<file path="src/design/adte_pkg.sv">
// ----------------------------------------------------------------------------
// adte_pkg: shared types and constants of the dialogue text extractor
// Holds the payload structs, the command word passed from the front part to
// the back part, the register indexes and the character codes.
// ----------------------------------------------------------------------------
package adte_pkg;

  // Width of the count/address field of a command; covers digit stores of up
  // to 63 entries together with a full count.
  localparam int unsigned CMD_CNT_W = 6;

  // Depth of the command queue between front and back.
  localparam int unsigned QUEUE_DEPTH = 4;
  localparam int unsigned QPTR_W      = $clog2(QUEUE_DEPTH);
  localparam int unsigned QCNT_W      = $clog2(QUEUE_DEPTH + 1);

  // Configuration register indexes.
  localparam logic CFG_FIELDS_BEFORE_TEXT = 1'b0;
  localparam logic CFG_LEGACY_NUMBER_SKIP = 1'b1;

  // Character codes.
  localparam logic [7:0] CH_NUL    = 8'h00;
  localparam logic [7:0] CH_LF     = 8'h0A;
  localparam logic [7:0] CH_CR     = 8'h0D;
  localparam logic [7:0] CH_SPACE  = 8'h20;
  localparam logic [7:0] CH_COMMA  = 8'h2C;
  localparam logic [7:0] CH_ZERO   = 8'h30;
  localparam logic [7:0] CH_NINE   = 8'h39;
  localparam logic [7:0] CH_UPPERN = 8'h4E;
  localparam logic [7:0] CH_BSL    = 8'h5C;
  localparam logic [7:0] CH_LOWERH = 8'h68;
  localparam logic [7:0] CH_LOWERN = 8'h6E;
  localparam logic [7:0] CH_LBRACE = 8'h7B;
  localparam logic [7:0] CH_RBRACE = 8'h7D;

  // Reset values of the configuration registers.
  localparam logic [3:0] FIELDS_RESET = 4'd9;
  localparam logic       LEGACY_RESET = 1'b1;

  // One input item.
  typedef struct packed {
    logic [7:0] in_byte;
    logic       in_last;
  } in_item_t;

  // One result item.
  typedef struct packed {
    logic [7:0] out_byte;
    logic       out_valid;
    logic       out_end;
  } res_item_t;

  // Configuration as seen by the front part.
  typedef struct packed {
    logic [3:0] fields_before_text;
    logic       legacy_number_skip;
  } cfg_t;

  // Operations carried out by the back part.
  typedef enum logic [1:0] {
    CMD_EMIT  = 2'd0,
    CMD_STORE = 2'd1,
    CMD_FLUSH = 2'd2,
    CMD_END   = 2'd3
  } cmd_op_e;

  // Command word: data is the byte to emit or store, cnt is the store
  // address or the number of digits to flush.
  typedef struct packed {
    cmd_op_e              op;
    logic [7:0]           data;
    logic [CMD_CNT_W-1:0] cnt;
  } cmd_t;

endpackage

</file>
<file path="src/design/adte_front.sv">
// ----------------------------------------------------------------------------
// adte_front: input classifier
// Runs the line parser on each accepted byte and turns it into up to three
// commands, pushed into the command queue one per cycle while it has room.
// ----------------------------------------------------------------------------
module adte_front #(
  parameter int unsigned DIGIT_DEPTH = 16
) (
  input  logic              clk_i,
  input  logic              rst_ni,
  input  adte_pkg::cfg_t    cfg_i,
  input  logic              in_valid_i,
  output logic              in_ready_o,
  input  adte_pkg::in_item_t in_i,
  output logic              cmd_valid_o,
  input  logic              cmd_ready_i,
  output adte_pkg::cmd_t    cmd_o
);
  import adte_pkg::*;

  localparam int unsigned CNT_W = $clog2(DIGIT_DEPTH + 1);

  // Parser phases.
  localparam logic [2:0] PH_SKIP   = 3'd0;
  localparam logic [2:0] PH_DIGITS = 3'd1;
  localparam logic [2:0] PH_TEXT   = 3'd2;
  localparam logic [2:0] PH_BRACE  = 3'd3;
  localparam logic [2:0] PH_BSL    = 3'd4;
  localparam logic [2:0] PH_DONE   = 3'd5;

  logic [2:0]       phase_q, phase_d;
  logic [3:0]       comma_q, comma_d;
  logic [CNT_W-1:0] dcnt_q, dcnt_d;
  logic [1:0]       step_q, step_d;

  cmd_t       cmds [3];
  logic [1:0] ncmd;
  logic       go;
  logic [7:0] b;
  logic       is_digit;
  logic       last_step;
  logic       accept;

  assign b        = in_i.in_byte;
  assign is_digit = (b >= CH_ZERO) && (b <= CH_NINE);

  // Parse one byte: the phase may fall through several handlers in a row.
  always_comb begin
    phase_d = phase_q;
    comma_d = comma_q;
    dcnt_d  = dcnt_q;
    go      = 1'b1;
    ncmd    = 2'd0;
    for (int k = 0; k < 3; k++) begin
      cmds[k] = '{op: CMD_EMIT, data: 8'h00, cnt: '0};
    end

    // Skipping the leading fields.
    if (phase_d == PH_SKIP) begin
      if (comma_q >= cfg_i.fields_before_text) begin
        phase_d = cfg_i.legacy_number_skip ? PH_DIGITS : PH_TEXT;
        dcnt_d  = '0;
      end else begin
        go = 1'b0;
        if (b == CH_NUL) begin
          phase_d = PH_DONE;
        end else if (b == CH_COMMA) begin
          comma_d = comma_q + 4'd1;
        end
      end
    end

    // Buffering a possible number field.
    if (go && phase_d == PH_DIGITS) begin
      if (is_digit && dcnt_d < CNT_W'(DIGIT_DEPTH)) begin
        cmds[ncmd] = '{op: CMD_STORE, data: b, cnt: CMD_CNT_W'(dcnt_d)};
        ncmd       = ncmd + 2'd1;
        dcnt_d     = dcnt_d + CNT_W'(1);
        go         = 1'b0;
      end else if (!is_digit && b == CH_COMMA && dcnt_d != '0) begin
        dcnt_d  = '0;
        phase_d = PH_TEXT;
        go      = 1'b0;
      end else begin
        if (dcnt_d != '0) begin
          cmds[ncmd] = '{op: CMD_FLUSH, data: 8'h00, cnt: CMD_CNT_W'(dcnt_d)};
          ncmd       = ncmd + 2'd1;
        end
        dcnt_d  = '0;
        phase_d = PH_TEXT;
      end
    end

    // Byte after a backslash.
    if (go && phase_d == PH_BSL) begin
      if (b == CH_UPPERN || b == CH_LOWERN) begin
        cmds[ncmd] = '{op: CMD_EMIT, data: CH_LF, cnt: '0};
        ncmd       = ncmd + 2'd1;
        phase_d    = PH_TEXT;
        go         = 1'b0;
      end else if (b == CH_LOWERH) begin
        cmds[ncmd] = '{op: CMD_EMIT, data: CH_SPACE, cnt: '0};
        ncmd       = ncmd + 2'd1;
        phase_d    = PH_TEXT;
        go         = 1'b0;
      end else begin
        cmds[ncmd] = '{op: CMD_EMIT, data: CH_BSL, cnt: '0};
        ncmd       = ncmd + 2'd1;
        phase_d    = PH_TEXT;
      end
    end

    // Plain text.
    if (go && phase_d == PH_TEXT) begin
      go = 1'b0;
      if (b == CH_NUL || b == CH_LF || b == CH_CR) begin
        phase_d = PH_DONE;
      end else if (b == CH_LBRACE) begin
        phase_d = PH_BRACE;
      end else if (b == CH_BSL) begin
        phase_d = PH_BSL;
      end else begin
        cmds[ncmd] = '{op: CMD_EMIT, data: b, cnt: '0};
        ncmd       = ncmd + 2'd1;
      end
    end

    // Inside an override block.
    if (go && phase_d == PH_BRACE) begin
      go = 1'b0;
      if (b == CH_NUL) begin
        phase_d = PH_DONE;
      end else if (b == CH_RBRACE) begin
        phase_d = PH_TEXT;
      end
    end

    // Terminated line or an unknown phase code: ignore the byte.
    if (go) begin
      phase_d = PH_DONE;
    end

    // End of the line: drain pending state and close with the end marker.
    if (in_i.in_last) begin
      if (phase_d == PH_DIGITS && dcnt_d != '0) begin
        cmds[ncmd] = '{op: CMD_FLUSH, data: 8'h00, cnt: CMD_CNT_W'(dcnt_d)};
        ncmd       = ncmd + 2'd1;
      end else if (phase_d == PH_BSL) begin
        cmds[ncmd] = '{op: CMD_EMIT, data: CH_BSL, cnt: '0};
        ncmd       = ncmd + 2'd1;
      end
      cmds[ncmd] = '{op: CMD_END, data: 8'h00, cnt: '0};
      ncmd       = ncmd + 2'd1;
      phase_d    = PH_SKIP;
      comma_d    = 4'd0;
      dcnt_d     = '0;
    end
  end

  // Commands go out one per queue-ready cycle; the byte is taken with its last.
  assign last_step   = (step_q == ncmd - 2'd1);
  assign cmd_valid_o = in_valid_i && (ncmd != 2'd0);
  assign cmd_o       = cmds[step_q];
  assign in_ready_o  = (ncmd == 2'd0) || (cmd_ready_i && last_step);
  assign accept      = in_valid_i && in_ready_o;

  always_comb begin
    step_d = step_q;
    if (accept) begin
      step_d = 2'd0;
    end else if (cmd_valid_o && cmd_ready_i) begin
      step_d = step_q + 2'd1;
    end
  end

  // Parser state registers.
  always_ff @(posedge clk_i or negedge rst_ni) begin
    if (!rst_ni) begin
      phase_q <= PH_SKIP;
      comma_q <= 4'd0;
      dcnt_q  <= '0;
      step_q  <= 2'd0;
    end else begin
      step_q <= step_d;
      if (accept) begin
        phase_q <= phase_d;
        comma_q <= comma_d;
        dcnt_q  <= dcnt_d;
      end
    end
  end

endmodule

</file>
<file path="src/design/adte_queue.sv">
// ----------------------------------------------------------------------------
// adte_queue: command queue
// A short first-in first-out buffer that decouples the front part from the
// back part.
// ----------------------------------------------------------------------------
module adte_queue (
  input  logic           clk_i,
  input  logic           rst_ni,
  input  logic           push_valid_i,
  output logic           push_ready_o,
  input  adte_pkg::cmd_t push_i,
  output logic           pop_valid_o,
  input  logic           pop_ready_i,
  output adte_pkg::cmd_t pop_o
);
  import adte_pkg::*;

  cmd_t              store_q [QUEUE_DEPTH];
  logic [QPTR_W-1:0] wptr_q, wptr_d;
  logic [QPTR_W-1:0] rptr_q, rptr_d;
  logic [QCNT_W-1:0] cnt_q, cnt_d;
  logic              push;
  logic              pop;

  assign push_ready_o = (cnt_q != QCNT_W'(QUEUE_DEPTH));
  assign pop_valid_o  = (cnt_q != '0);
  assign pop_o        = store_q[rptr_q];
  assign push         = push_valid_i && push_ready_o;
  assign pop          = pop_valid_o && pop_ready_i;

  // Pointer and fill level update.
  always_comb begin
    wptr_d = push ? wptr_q + QPTR_W'(1) : wptr_q;
    rptr_d = pop ? rptr_q + QPTR_W'(1) : rptr_q;
    cnt_d  = cnt_q;
    if (push && !pop) begin
      cnt_d = cnt_q + QCNT_W'(1);
    end else if (pop && !push) begin
      cnt_d = cnt_q - QCNT_W'(1);
    end
  end

  always_ff @(posedge clk_i or negedge rst_ni) begin
    if (!rst_ni) begin
      wptr_q <= '0;
      rptr_q <= '0;
      cnt_q  <= '0;
    end else begin
      wptr_q <= wptr_d;
      rptr_q <= rptr_d;
      cnt_q  <= cnt_d;
    end
  end

  // Entry storage.
  always_ff @(posedge clk_i) begin
    if (push) begin
      store_q[wptr_q] <= push_i;
    end
  end

endmodule

</file>
<file path="src/design/adte_back.sv">
// ----------------------------------------------------------------------------
// adte_back: command executor
// Holds the digit store, carries out the queued commands and drives the
// result register.
// ----------------------------------------------------------------------------
module adte_back #(
  parameter int unsigned DIGIT_DEPTH = 16
) (
  input  logic                clk_i,
  input  logic                rst_ni,
  input  logic                cmd_valid_i,
  output logic                cmd_ready_o,
  input  adte_pkg::cmd_t      cmd_i,
  output logic                res_valid_o,
  input  logic                res_ready_i,
  output adte_pkg::res_item_t res_o
);
  import adte_pkg::*;

  localparam int unsigned CNT_W  = $clog2(DIGIT_DEPTH + 1);
  localparam int unsigned ADDR_W = (DIGIT_DEPTH > 1) ? $clog2(DIGIT_DEPTH) : 1;

  localparam logic BK_IDLE  = 1'b0;
  localparam logic BK_FLUSH = 1'b1;

  logic [7:0]       digits [DIGIT_DEPTH];
  logic             st_q, st_d;
  logic [CNT_W-1:0] fidx_q, fidx_d;
  logic [CNT_W-1:0] fcnt_q, fcnt_d;
  logic             rvld_q, rvld_d;
  logic [7:0]       rdata_q;
  res_item_t        res_q, res_d;
  logic             res_vld_q, res_vld_d;
  logic             free;
  logic             pop;
  logic             load;
  logic             issue;
  logic             move;
  logic             mem_we;

  assign free        = !res_vld_q || res_ready_i;
  assign cmd_ready_o = pop;
  assign res_valid_o = res_vld_q;
  assign res_o       = res_q;

  // Command decode and digit flush sequencing.
  always_comb begin
    st_d   = st_q;
    fidx_d = fidx_q;
    fcnt_d = fcnt_q;
    rvld_d = rvld_q;
    res_d  = res_q;
    pop    = 1'b0;
    load   = 1'b0;
    issue  = 1'b0;
    move   = 1'b0;
    mem_we = 1'b0;
    unique case (st_q)
      BK_IDLE: begin
        if (cmd_valid_i) begin
          unique case (cmd_i.op)
            CMD_EMIT: begin
              if (free) begin
                pop   = 1'b1;
                load  = 1'b1;
                res_d = '{out_byte: cmd_i.data, out_valid: 1'b1, out_end: 1'b0};
              end
            end
            CMD_END: begin
              if (free) begin
                pop   = 1'b1;
                load  = 1'b1;
                res_d = '{out_byte: 8'h00, out_valid: 1'b0, out_end: 1'b1};
              end
            end
            CMD_STORE: begin
              pop    = 1'b1;
              mem_we = 1'b1;
            end
            CMD_FLUSH: begin
              pop    = 1'b1;
              fcnt_d = cmd_i.cnt[CNT_W-1:0];
              fidx_d = '0;
              if (cmd_i.cnt[CNT_W-1:0] != '0) begin
                st_d = BK_FLUSH;
              end
            end
            default: begin
              pop = 1'b0;
            end
          endcase
        end
      end
      BK_FLUSH: begin
        // Read one digit ahead: a digit leaves every cycle the output is free.
        move  = rvld_q && free;
        issue = (fidx_q != fcnt_q) && (!rvld_q || move);
        if (move) begin
          load  = 1'b1;
          res_d = '{out_byte: rdata_q, out_valid: 1'b1, out_end: 1'b0};
        end
        if (issue) begin
          rvld_d = 1'b1;
          fidx_d = fidx_q + CNT_W'(1);
        end else if (move) begin
          rvld_d = 1'b0;
        end
        if (move && (fidx_q == fcnt_q)) begin
          st_d = BK_IDLE;
        end
      end
      default: begin
        st_d = BK_IDLE;
      end
    endcase
  end

  assign res_vld_d = load || (res_vld_q && !res_ready_i);

  // Control registers.
  always_ff @(posedge clk_i or negedge rst_ni) begin
    if (!rst_ni) begin
      st_q      <= BK_IDLE;
      fidx_q    <= '0;
      fcnt_q    <= '0;
      rvld_q    <= 1'b0;
      res_vld_q <= 1'b0;
    end else begin
      st_q      <= st_d;
      fidx_q    <= fidx_d;
      fcnt_q    <= fcnt_d;
      rvld_q    <= rvld_d;
      res_vld_q <= res_vld_d;
    end
  end

  // Result payload register.
  always_ff @(posedge clk_i) begin
    if (load) begin
      res_q <= res_d;
    end
  end

  // Digit store with a registered read port.
  always_ff @(posedge clk_i) begin
    if (mem_we) begin
      digits[cmd_i.cnt[ADDR_W-1:0]] <= cmd_i.data;
    end
    if (issue) begin
      rdata_q <= digits[fidx_q[ADDR_W-1:0]];
    end
  end

endmodule

</file>
<file path="src/design/ass_dialogue_text_extractor_top.sv">
// ----------------------------------------------------------------------------
// ass_dialogue_text_extractor_top: subtitle dialogue text extractor
// Skips the leading fields of a Dialogue line, drops an optional number
// field and emits the text with override blocks and escapes resolved.
// ----------------------------------------------------------------------------
// Path: commands pass the command queue and then the result register.
// Throughput: one byte per cycle while it causes at most one command and the
// command queue has room; a byte with more (at most three) holds the input until
// its last is taken; a flush busies the back part as the four-entry queue fills.
// Reset: asynchronous and active low; the parser returns to skipping fields,
// the queue empties and the registers take their reset values.
module ass_dialogue_text_extractor_top #(
  parameter int unsigned DIGIT_DEPTH = 16
) (
  input  logic                clk_i,
  input  logic                rst_ni,
  input  logic                cfg_we_i,
  input  logic                cfg_idx_i,
  input  logic [3:0]          cfg_data_i,
  input  logic                in_valid_i,
  output logic                in_ready_o,
  input  adte_pkg::in_item_t  in_i,
  output logic                res_valid_o,
  input  logic                res_ready_i,
  output adte_pkg::res_item_t res_o
);
  import adte_pkg::*;

  logic [3:0] fields_q;
  logic       legacy_q;
  cfg_t       cfg;
  logic       fr_valid;
  logic       fr_ready;
  cmd_t       fr_cmd;
  logic       bk_valid;
  logic       bk_ready;
  cmd_t       bk_cmd;

  // Configuration registers.
  always_ff @(posedge clk_i or negedge rst_ni) begin
    if (!rst_ni) begin
      fields_q <= FIELDS_RESET;
      legacy_q <= LEGACY_RESET;
    end else if (cfg_we_i) begin
      if (cfg_idx_i == CFG_FIELDS_BEFORE_TEXT) begin
        fields_q <= cfg_data_i;
      end else if (cfg_idx_i == CFG_LEGACY_NUMBER_SKIP) begin
        legacy_q <= cfg_data_i[0];
      end
    end
  end

  assign cfg = '{fields_before_text: fields_q, legacy_number_skip: legacy_q};

  adte_front #(
    .DIGIT_DEPTH(DIGIT_DEPTH)
  ) u_front (
    .clk_i      (clk_i),
    .rst_ni     (rst_ni),
    .cfg_i      (cfg),
    .in_valid_i (in_valid_i),
    .in_ready_o (in_ready_o),
    .in_i       (in_i),
    .cmd_valid_o(fr_valid),
    .cmd_ready_i(fr_ready),
    .cmd_o      (fr_cmd)
  );

  adte_queue u_queue (
    .clk_i       (clk_i),
    .rst_ni      (rst_ni),
    .push_valid_i(fr_valid),
    .push_ready_o(fr_ready),
    .push_i      (fr_cmd),
    .pop_valid_o (bk_valid),
    .pop_ready_i (bk_ready),
    .pop_o       (bk_cmd)
  );

  adte_back #(
    .DIGIT_DEPTH(DIGIT_DEPTH)
  ) u_back (
    .clk_i      (clk_i),
    .rst_ni     (rst_ni),
    .cmd_valid_i(bk_valid),
    .cmd_ready_o(bk_ready),
    .cmd_i      (bk_cmd),
    .res_valid_o(res_valid_o),
    .res_ready_i(res_ready_i),
    .res_o      (res_o)
  );

`ifndef NO_ASSERTIONS
  // A digit is only ever stored inside the digit store.
  a_store_in_range: assert property (@(posedge clk_i) disable iff (!rst_ni)
    (fr_valid && fr_ready && fr_cmd.op == CMD_STORE) |->
      (fr_cmd.cnt < CMD_CNT_W'(DIGIT_DEPTH)))
    else $error("digit store address out of range");

  // A flush always covers at least one and at most a full store of digits.
  a_flush_count: assert property (@(posedge clk_i) disable iff (!rst_ni)
    (fr_valid && fr_ready && fr_cmd.op == CMD_FLUSH) |->
      (fr_cmd.cnt != '0 && fr_cmd.cnt <= CMD_CNT_W'(DIGIT_DEPTH)))
    else $error("flush with a bad digit count");

  // The end marker is the last command of a byte, so that byte is taken.
  a_end_takes_byte: assert property (@(posedge clk_i) disable iff (!rst_ni)
    (fr_valid && fr_ready && fr_cmd.op == CMD_END) |->
      (in_valid_i && in_ready_o && in_i.in_last))
    else $error("end marker transfer without the final byte");
`endif

endmodule
</file>
<file path="config.mk">
export PLATFORM = sky130hd
export DESIGN_NAME = ass_dialogue_text_extractor_top
export DESIGN_NICKNAME = d
export VERILOG_FILES = /design/src/design/adte_pkg.sv /design/src/design/adte_front.sv /design/src/design/adte_queue.sv /design/src/design/adte_back.sv /design/src/design/ass_dialogue_text_extractor_top.sv
export SDC_FILE = /design/constraint.sdc
export NUM_CORES = 1
export LEC_CHECK = 0
export ABC_AREA = 1
export BUFFER_PORTS_ARGS = -buffer_cell sky130_fd_sc_hd__clkbuf_2
export CAP_MARGIN = 30
export CORE_MARGIN = 2
export CORE_UTILIZATION = 59
export CTS_BUF_LIST = sky130_fd_sc_hd__clkbuf_2
export DETAILED_ROUTE_END_ITERATION = 8
export HOLD_SLACK_MARGIN = 0.05
export PLACE_DENSITY_LB_ADDON = 0.3
export SLEW_MARGIN = 20
export SYNTH_ARGS = -nofsm -noshare
export SYNTH_HDL_FRONTEND = slang
export SYNTH_SLANG_ARGS = --single-unit
</file>
<file path="constraint.sdc">
create_clock -name clk_i -period 5.5 [get_ports clk_i]
set_input_delay 0.275 -clock clk_i [delete_from_list [all_inputs] [get_ports clk_i]]
set_output_delay 0.275 -clock clk_i [all_outputs]
set_load 0.01 [all_outputs]
</file>
==> impl_metrics.json, run 1 <==
{
  "dieArea_sq_um": 21230,
  "instances_no_fill": 1567,
  "cap_violations": 0,
  "die_y_um": 145.7,
  "yosys.area.top_type": "edfxtp_1",
  "synth_edf_count": 206,
  "fin_nets": 1307,
  "h-tree-depth": 2,
  "worst_pin_slew_ns": 0.9772,
  "globalRouteOverflowTotal": 0,
  "antenna_found_initial": 1,
  "min_period_ns": 5.241,
  "clock_latency_ns": 0.85,
  "place_congestion": 0.9137,
  "cp_data_required_time_ns": 5.22,
  "final.setup_skew_ns": 0.08778,
  "drive_gt1_frac": 0.1891,
  "timing.rr.start": "fields_q[3]$_DFFE_PN1P_",
  "swShare": 0.4489,
  "vias": 9126,
  "critPathArrivalTime_ns": 4.97,
  "drv_slew": 0,
  "startpoint_type": "register",
  "placed_area_sq_um": 12370,
  "synth_area_leaders": "edfxtp_1, dfrtp_1, o21ai_0",
  "path_class": "register to output port",
  "min_path_cells": 3,
  "netlist.area_leader.share": 0.5221,
  "drc": 1,
  "netlist_area_sq_um": 11850,
  "p_int_mw": 4.243,
  "core_region_area_sq_um": 19590,
  "ys_ff_latch": 245,
  "cpMaxStageDelayCell": "dfstp_2",
  "fin_area_sq_um": 13350,
  "grt_max_degree": 71,
  "yosysWarnings": 0,
  "cp_max_fo": 5,
  "drtIter0Drc": 767,
  "yosys.cell_count.top_type": "edfxtp_1",
  "cts_made_buffers": 57,
  "grt_pass1_vias": 8697,
  "hold_violations": 0,
  "wire_per_inst_um": 18.27,
  "area.growth.synth_to_final_pct": 12.63,
  "vias_per_cell": 5.824,
  "portBuffers": 30,
  "cts_root_buffer": "clkbuf_2",
  "cpPeakStageDelay_ns": 0.55,
  "clockPowerShare": 0.138,
  "final_antenna_net_count": 0,
  "seq_power_share": 0.374,
  "total_power_mw": 7.699,
  "max_freq_ghz": 0.1908,
  "holdWs_ns": 0.1235,
  "syn_avg_cell_area_sq_um": 10.26,
  "yosysSeqAreaShare": 0.6048,
  "grt_pass1_wl_mm": 44.79,
  "io_pins": 31,
  "synth_cells": 1155,
  "combPwrFrac": 0.488,
  "switchingPower_mw": 3.456,
  "clkTransAtPathRegs_ns": 0.10,
  "track_usage": 0.2664,
  "start_util": 0.6048,
  "crit_path_end_kind": "output port",
  "status": "finished, violations left",
  "layout_worst_path_cycle_share": 0.9530,
  "hold_class": "primary input to register",
  "drt_pass1_iterations": 7,
  "setup_violations": 0,
  "leakage_nw": 5.226,
  "fin_ws_ns": 0.2585,
  "routed_wl_mm": 28.63,
  "dp.cells": 1429,
  "maxSlewHeadroom": 0.3485,
  "syn_nets": 1201,
  "synth_ff_type": "edfxtp_1",
  "pre_cts_ws_ns": 0.1601,
  "rows": 51,
  "hpwl_mm": 18.45,
  "clockBufferDepth": 3,
  "async_flop_share": 0.1592,
  "cts.sinks": 245,
  "crit_start": "fields_q[3]$_DFFE_PN1P_",
  "synthTopCellsByCount": "edfxtp_1, nand2_1, nor2_1",
  "power_density_nw_per_um2": 576.9,
  "die_x_um": 145.7,
  "hp-start": "in_i[6]",
  "cts_tree": "built",
  "reg2reg_depth": 32,
  "vdd_drop_max_mv": 0.2685,
  "failed_checks": "design-rule violations",
  "synth.distinct_cells": 53
}
-- registers in the layout, indices dropped and copies added, names as in the netlist, 2 cells and up --
signal and cells:
u_back.digits 128, u_queue.store_q 60, u_back.res_o 10, u_back.rdata_q 8
u_back.fcnt_q 5, u_back.fidx_q 5, u_front.dcnt_q 5, fields_q 4
u_front.comma_q 4, u_front.phase_q 3, u_queue.cnt_q 3, u_front.step_q 2
u_queue.rptr_q 2, u_queue.wptr_q 2
-- placed cells by master (no fill, tap or decap), types with 10 or more instances in the layout --
cell type,n
clkinv_1,21
nand4_1,10
inv_2,17
inv_1,97
o22ai_1,31
o21ai_0,134
o21ai_2,14
nand2_2,10
clkbuf_2,103
dfrtp_1,35
buf_4,36
nand3_1,61
nor2_1,149
o221ai_1,16
nor3_1,20
ha_1,23
a21oi_1,20
dlygate4sd3_1,22
nand2_1,168
edfxtp_1,206
-- critical path: cells and delay by family, from the launching register on --
kind | cells | cell delay (ns)
adder cells (fa/ha/maj) | 4 | 1.14
buffers and inverters | 7 | 0.68
XOR/XNOR | 2 | 0.30
flip-flops | 1 | 0.55
AND/OR/NAND/NOR | 13 | 1.35
AO/OA/AOI/OAI | 3 | 0.19
-- final cells by class --
| cell class | count | area [sq um] |
|---|---|---|
| inverter | 116 | 440.4 |
| timing repair buffer | 91 | 709.4 |
| sequential | 245 | 7167 |
| antenna | 1 | 2.502 |
| fill | 1510 | 6245 |
| multi-input combinational | 750 | 4222 |
| clock buffer | 74 | 370.4 |
| clock inverter | 25 | 102.6 |
| tap | 265 | 331.6 |
-- layer usage --
| layer | global-route usage | routed length (um) | share of wire |
|---|---|---|---|
| met1 | 0.3411 | 11360 | 0.40 |
| met2 | 0.4557 | 14360 | 0.50 |
| met3 | 0.03950 | 1777 | 0.062 |
| met4 | 0.1132 | 1131 | 0.040 |
| met5 | 0 | 0 | 0 |
-- repair_timing --
action / in CTS / in global routing
endpoints found under the hold margin: 72 / 0
setup buffers: 7 / 8
gates resized for setup: 8 / 26
pin swaps: 8 / 20
hold buffers: 22 / 0
endpoints found under the setup margin: 1 / 2
-- power by group through the flow --
stage,Clock (mW),Combinational [mW],Sequential [mW]
2_1_floorplan,0,2.38,2.86
3_3_place_gp,0,3.34,2.90
3_5_place_dp,0,3.41,2.91
4_1_cts,1.09,3.55,2.87
5_1_grt,1.18,4.13,2.92
6_report,1.06,3.75,2.88
-- worst paths after layout --
| check | endpoint | slack, ns |
|---|---|---|
| worst min register to register | u_back.res_o[8]$_DFFE_PP_ | 0.52 |
| worst max register to register | u_front.comma_q[1]$_DFFE_PN0P_ | 0.51 |
| min in group asynchronous | u_queue.rptr_q[0]$_DFFE_PN0P_ | 0.61 |
| worst max-delay path | in_ready_o | 0.26 |
| max in group asynchronous | u_front.phase_q[0]$_DFFE_PN0P_ | 4.00 |
| worst min-delay path | u_queue.store_q[0][11]$_DFFE_PP_ | 0.12 |
-- through the flow --
stage	util	TNS (ns)
final	0.6812	0
after floorplan	-	0
after detailed placement	0.6315	0
after global routing	0.6812	-0.08381
after global placement	0.6301	0
after CTS	0.6718	0
-- logic make-up (layout without fill, tap and decap cells) --
group	Yosys count	after routing	share of synthesized area
simple gates	460	460	0.1768
mux	1	1	0.0009503
xor+xnor	10	10	0.008976
buf+inv	160	306	0.05269
other cells	0	1	0
fa+ha+maj	27	27	0.02914
flops	245	245	0.6048
compound gates	252	252	0.1267
Note: power is estimated with default switching activity, not from simulation.
==> run 2: changes to the inputs <==
- PLACE_DENSITY: not set -> 0.79
- PLACE_DENSITY_LB_ADDON: 0.3 -> not set
- SETUP_SLACK_MARGIN: not set -> 0.02
==> impl_metrics.json, run 2 (synthesis gave the netlist of run 1 again) <==
{
  "status": "finished, final reports clean",
  "holdWs_ns": 0.1345,
  "crit_path_end_kind": "output port",
  "largest_register_ff_count": 128,
  "drt_pass1_iterations": 5,
  "drive_gt1_frac": 0.2091,
  "h-tree-depth": 2,
  "path_buf_inv": 8,
  "final.setup_skew_ns": 0.04484,
  "setup_violations": 0,
  "seq_power_share": 0.364,
  "grt_pass1_vias": 8990,
  "leakage_nw": 5.315,
  "cts_root_buffer": "clkbuf_2",
  "fin_nets": 1320,
  "layout_common_cells": "edfxtp_1, nand2_1, nor2_1",
  "critPathArrivalTime_ns": 5.15,
  "rsz0062_at_grt": "yes",
  "cp_max_fo": 5,
  "cts.sinks": 245,
  "combPwrFrac": 0.492,
  "track_usage": 0.2752,
  "clockPowerShare": 0.144,
  "cpPeakStageDelay_ns": 0.56,
  "portBuffers": 30,
  "clkTransAtPathRegs_ns": 0.11,
  "fin_ws_ns": 0.07608,
  "dieArea_sq_um": 21230,
  "globalRouteOverflowTotal": 0,
  "swShare": 0.4490,
  "min_period_ns": 5.424,
  "grt_pass1_wl_mm": 46.17,
  "pre_cts_ws_ns": 0.2078,
  "max_freq_ghz": 0.1844,
  "placed_area_sq_um": 12360,
  "clock_latency_ns": 0.84,
  "cp_top_family": "simple AND/OR/NAND/NOR gates",
  "routed_wl_mm": 29.84,
  "post-route-util": 0.6918,
  "layout_worst_path_cycle_share": 0.9862,
  "fin_area_sq_um": 13550,
  "layout_commonest_cell": "edfxtp_1",
  "cap_violations": 0,
  "io_pins": 31,
  "cts_made_buffers": 59,
  "rows": 51,
  "hpwl_mm": 19.07,
  "vias_per_cell": 5.889,
  "drtIter0Drc": 859,
  "vias": 9311,
  "grt_max_degree": 65,
  "cp_data_required_time_ns": 5.22,
  "drv_slew": 0,
  "worst_pin_slew_ns": 0.9640,
  "antenna_found_initial": 1,
  "cpMaxStageDelayCell": "dfstp_2",
  "start_util": 0.6048,
  "die_x_um": 145.7,
  "core_region_area_sq_um": 19590,
  "clockBufferDepth": 3,
  "startpoint_type": "register",
  "wire_per_inst_um": 18.87,
  "drc": 0,
  "hold_class": "primary input to register",
  "hold_violations": 0,
  "place_congestion": 0.9350,
  "p_int_mw": 4.419,
  "die_y_um": 145.7,
  "power_density_nw_per_um2": 591.7,
  "switchingPower_mw": 3.601,
  "path_class": "register to output port",
  "vdd_drop_max_mv": 0.3077,
  "final_antenna_net_count": 0,
  "fillers": 1416,
  "cts_tree": "built",
  "area.growth.synth_to_final_pct": 14.38,
  "maxSlewHeadroom": 0.3573
}
## run 2: stage by stage
step | total power, mW | cells | TNS [ns]
6_report | 8.019 | 1581 | 0
5_1_grt | 8.547 | 1581 | -0.2119
4_1_cts | 7.613 | 1560 | 0
3_5_place_dp | 6.349 | 1427 | 0
3_3_place_gp | 6.226 | 1426 | 0
2_1_floorplan | 5.245 | 1155 | 0
## run 2: layout make-up
type | count | area (sq um) | area share
Inverter | 116 | 445.4 | 0.03287
Multi-Input combinational cell | 750 | 4297 | 0.3170
Clock inverter | 20 | 113.9 | 0.008401
Antenna cell | 1 | 2.502 | 0.0001846
Sequential cell | 245 | 7168 | 0.5289
Clock buffer | 82 | 410.4 | 0.03028
Timing Repair Buffer | 102 | 784.5 | 0.05788
Tap cell | 265 | 331.6 | 0.02446
## run 2: worst paths after layout
path / from / to / slack, ns / depth (start not counted)
worst max register to register: fields_q[0]$_DFFE_PN1P_ / u_queue.cnt_q[2]$_DFFE_PN0P_ / 0.37 / 32
worst min register to register: u_back.rdata_q[0]$_DFFE_PP_ / u_back.res_o[2]$_DFFE_PP_ / 0.52 / 2
min in group asynchronous: rst_ni / fields_q[1]$_DFFE_PN0P_ / 0.48 / 4
worst max-delay path: fields_q[0]$_DFFE_PN1P_ / in_ready_o / 0.08 / 30
max in group asynchronous: rst_ni / u_front.comma_q[0]$_DFFE_PN0P_ / 4.42 / 4
worst min-delay path: in_i[5] / u_queue.store_q[2][10]$_DFFE_PP_ / 0.13 / 5
## run 2: power groups by stage
stage	sequential [mW]	combinational [mW]	clock (mW)
after floorplan	2.86	2.38	0
after global placement	2.94	3.29	0
after detailed placement	2.95	3.40	0
after CTS	2.91	3.54	1.16
after global routing	2.96	4.32	1.27
final	2.92	3.94	1.15
## run 2: timing repair
item,in CTS,in global routing
hold buffers,23,0
pin swaps,8,24
gates resized for setup,9,44
endpoints found under the setup margin,1,3
setup buffers,8,20
hold endpoints to repair,75,0
## run 2: per-layer routing
layer  routed length (um)  vias to the layer above  GRT usage
met5                    0                        -          0
met4                 1489                        0     0.1392
met3                 2038                       88    0.04326
met2                14800                      463     0.4682
met1                11510                     4434     0.3439
li1                     -                     4326          -
## run 2: worst register-to-register path: cells and delay by family, from the launching register on
family	cells	cell delay, ns
simple gates	14	1.65
xor+xnor	2	0.36
flops	1	0.56
fa+ha+maj	5	1.29
buf+inv	8	0.81
compound gates	3	0.34
==> run 3: changes to the inputs <==
- CORE_UTILIZATION: 59 -> 25
- PLACE_DENSITY: 0.79 -> not set
==> impl_metrics.json, run 3 (synthesis gave the netlist of run 1 again) <==
{
  "die_x_um": 221.7,
  "rows": 79,
  "seq_power_share": 0.358,
  "layout_common_cells": "edfxtp_1, nand2_1, nor2_1",
  "cp_max_fo": 6,
  "hp-start": "in_i[4]",
  "cts_made_buffers": 59,
  "drtIter0Drc": 544,
  "die_y_um": 221.7,
  "fin_ws_ns": 0.2185,
  "swShare": 0.4384,
  "fin_nets": 1322,
  "path_class": "register to output port",
  "h-tree-depth": 2,
  "status": "finished, final reports clean",
  "globalRouteOverflowTotal": 0,
  "ff2ff_setup_slack_ns": 0.55,
  "io_pins": 31,
  "min_period_ns": 5.282,
  "routed_wl_mm": 29.09,
  "pre_cts_ws_ns": 0.1825,
  "clockBufferDepth": 3,
  "drv_slew": 0,
  "drive_gt1_frac": 0.2127,
  "fillers": 4820,
  "switchingPower_mw": 3.535,
  "vdd_drop_max_mv": 0.3938,
  "layout_commonest_cell": "edfxtp_1",
  "clock_latency_ns": 0.89,
  "grt_pass1_wl_mm": 45.15,
  "antenna_found_initial": 1,
  "hold_class": "primary input to register",
  "cts.sinks": 245,
  "worst_pin_slew_ns": 0.8725,
  "critPathArrivalTime_ns": 5.01,
  "hold_violations": 0,
  "hold_path_end": "u_queue.store_q[0][9]$_DFFE_PP_",
  "cpMaxStageDelayCell": "dfstp_2",
  "grt_pass1_vias": 8622,
  "cts_root_buffer": "clkbuf_2",
  "final_antenna_net_count": 0,
  "maxSlewHeadroom": 0.4162,
  "grt_max_degree": 69,
  "clockPowerShare": 0.152,
  "track_usage": 0.1140,
  "layout_worst_path_cycle_share": 0.9603,
  "cts_tree": "built",
  "start_util": 0.2540,
  "wire_per_inst_um": 15.04,
  "rsz0062_at_grt": "yes",
  "cp_data_required_time_ns": 5.22,
  "fin_area_sq_um": 14130,
  "final.setup_skew_ns": 0.08077,
  "placed_area_sq_um": 12780,
  "reg2reg_to": "u_queue.cnt_q[2]$_DFFE_PN0P_",
  "drc": 0,
  "core_region_area_sq_um": 46650,
  "path_common_cell": "nand2_4",
  "largest_register_ff_count": 128,
  "instances_no_fill": 1934,
  "vias": 8838,
  "portBuffers": 30,
  "leakage_nw": 5.383,
  "dp.cells": 1774,
  "vias_per_cell": 4.570,
  "hpwl_mm": 18.41,
  "max_freq_ghz": 0.1893,
  "startpoint_type": "register",
  "area.growth.synth_to_final_pct": 19.25,
  "reg2reg_depth": 30,
  "place_congestion": 0.8157,
  "power_density_nw_per_um2": 570.6,
  "cpPeakStageDelay_ns": 0.53,
  "clkTransAtPathRegs_ns": 0.11,
  "drt_pass1_iterations": 8,
  "combPwrFrac": 0.490,
  "crit_path_end_kind": "output port",
  "setup_violations": 0,
  "timing.rr.start": "fields_q[3]$_DFFE_PN1P_",
  "p_int_mw": 4.527,
  "min_path_cells": 5,
  "dieArea_sq_um": 49150,
  "post-route-util": 0.3029,
  "cap_violations": 0
}
-- run 3: cell count changes in the layout (fill, tap and decap cells not counted), sizes merged --
cell / delta
clkinv: -1
dlygate4sd3: +3
clkbuf: +11
buf: -1
clkinvlp: -1
-- run 3: routing by layer --
metal  global-route usage  routed length [um]
met3              0.02412                1407
met2               0.1954               14340
met5                    0                   0
met4              0.04337                 702
met1               0.1405               12640
-- run 3: through the flow --
stage	total power [mW]	setup TNS, ns	hold slack, ns
2_1_floorplan	5.245	0	-0.02059
3_3_place_gp	6.223	0	0.3688
3_5_place_dp	6.305	0	0.3779
4_1_cts	7.731	0	0.05565
5_1_grt	8.637	-0.05662	0.1110
6_report	8.062	0	0.1762
-- run 3: worst max path at each step --
| stage | slack (ns) | cells after the start | from | endpoint |
|---|---|---|---|---|
| 5_1_grt | -0.06 | 29 | u_front.comma_q[1]$_DFFE_PN0P_ | in_ready_o |
| 4_1_cts | 0.03 | 31 | fields_q[3]$_DFFE_PN1P_ | in_ready_o |
| 6_report | 0.22 | 28 | fields_q[3]$_DFFE_PN1P_ | in_ready_o |
| 3_3_place_gp | 0.32 | 31 | fields_q[3]$_DFFE_PN1P_ | u_queue.cnt_q[2]$_DFFE_PN0P_ |
| 2_1_floorplan | 0.11 | 28 | fields_q[3]$_DFFE_PN1P_ | u_queue.store_q[0][0]$_DFFE_PP_ |
| 3_5_place_dp | 0.18 | 33 | fields_q[3]$_DFFE_PN1P_ | u_queue.cnt_q[2]$_DFFE_PN0P_ |
-- run 3: timing repair --
action                                  in CTS  in global routing
pin swaps                                   13                 33
hold buffers                                25                  0
endpoints found under the hold margin       90                  0
endpoints found under the setup margin       1                  1
setup buffers                                8                 15
resized for setup                           22                 48
-- run 3: critical path, delay by kind of cell, from the launching register on --
| kind | cells | cell delay, ns |
|---|---|---|
| buf+inv | 3 | 0.20 |
| xor+xnor | 1 | 0.12 |
| flops | 1 | 0.53 |
| simple gates | 18 | 2.02 |
| compound gates | 2 | 0.35 |
| fa+ha+maj | 4 | 0.89 |
-- run 3: cell type report --
class | count | area, sq um | share of cell area
Clock inverter | 18 | 103.9 | 0.007350
Inverter | 116 | 442.9 | 0.03135
Multi-Input combinational cell | 750 | 4394 | 0.3110
Antenna cell | 1 | 2.502 | 0.0001771
Timing Repair Buffer | 104 | 794.5 | 0.05623
Sequential cell | 245 | 7167 | 0.5072
Clock buffer | 93 | 465.4 | 0.03294
Tap cell | 607 | 759.5 | 0.05375
-- run 3: power groups by stage --
stage          clock network [mW]  registers (mW)  logic [mW]
3_5_place_dp                    0            2.91        3.39
3_3_place_gp                    0            2.91        3.31
4_1_cts                      1.27            2.88        3.58
2_1_floorplan                   0            2.86        2.38
5_1_grt                      1.37            2.92        4.35
6_report                     1.23            2.88        3.95
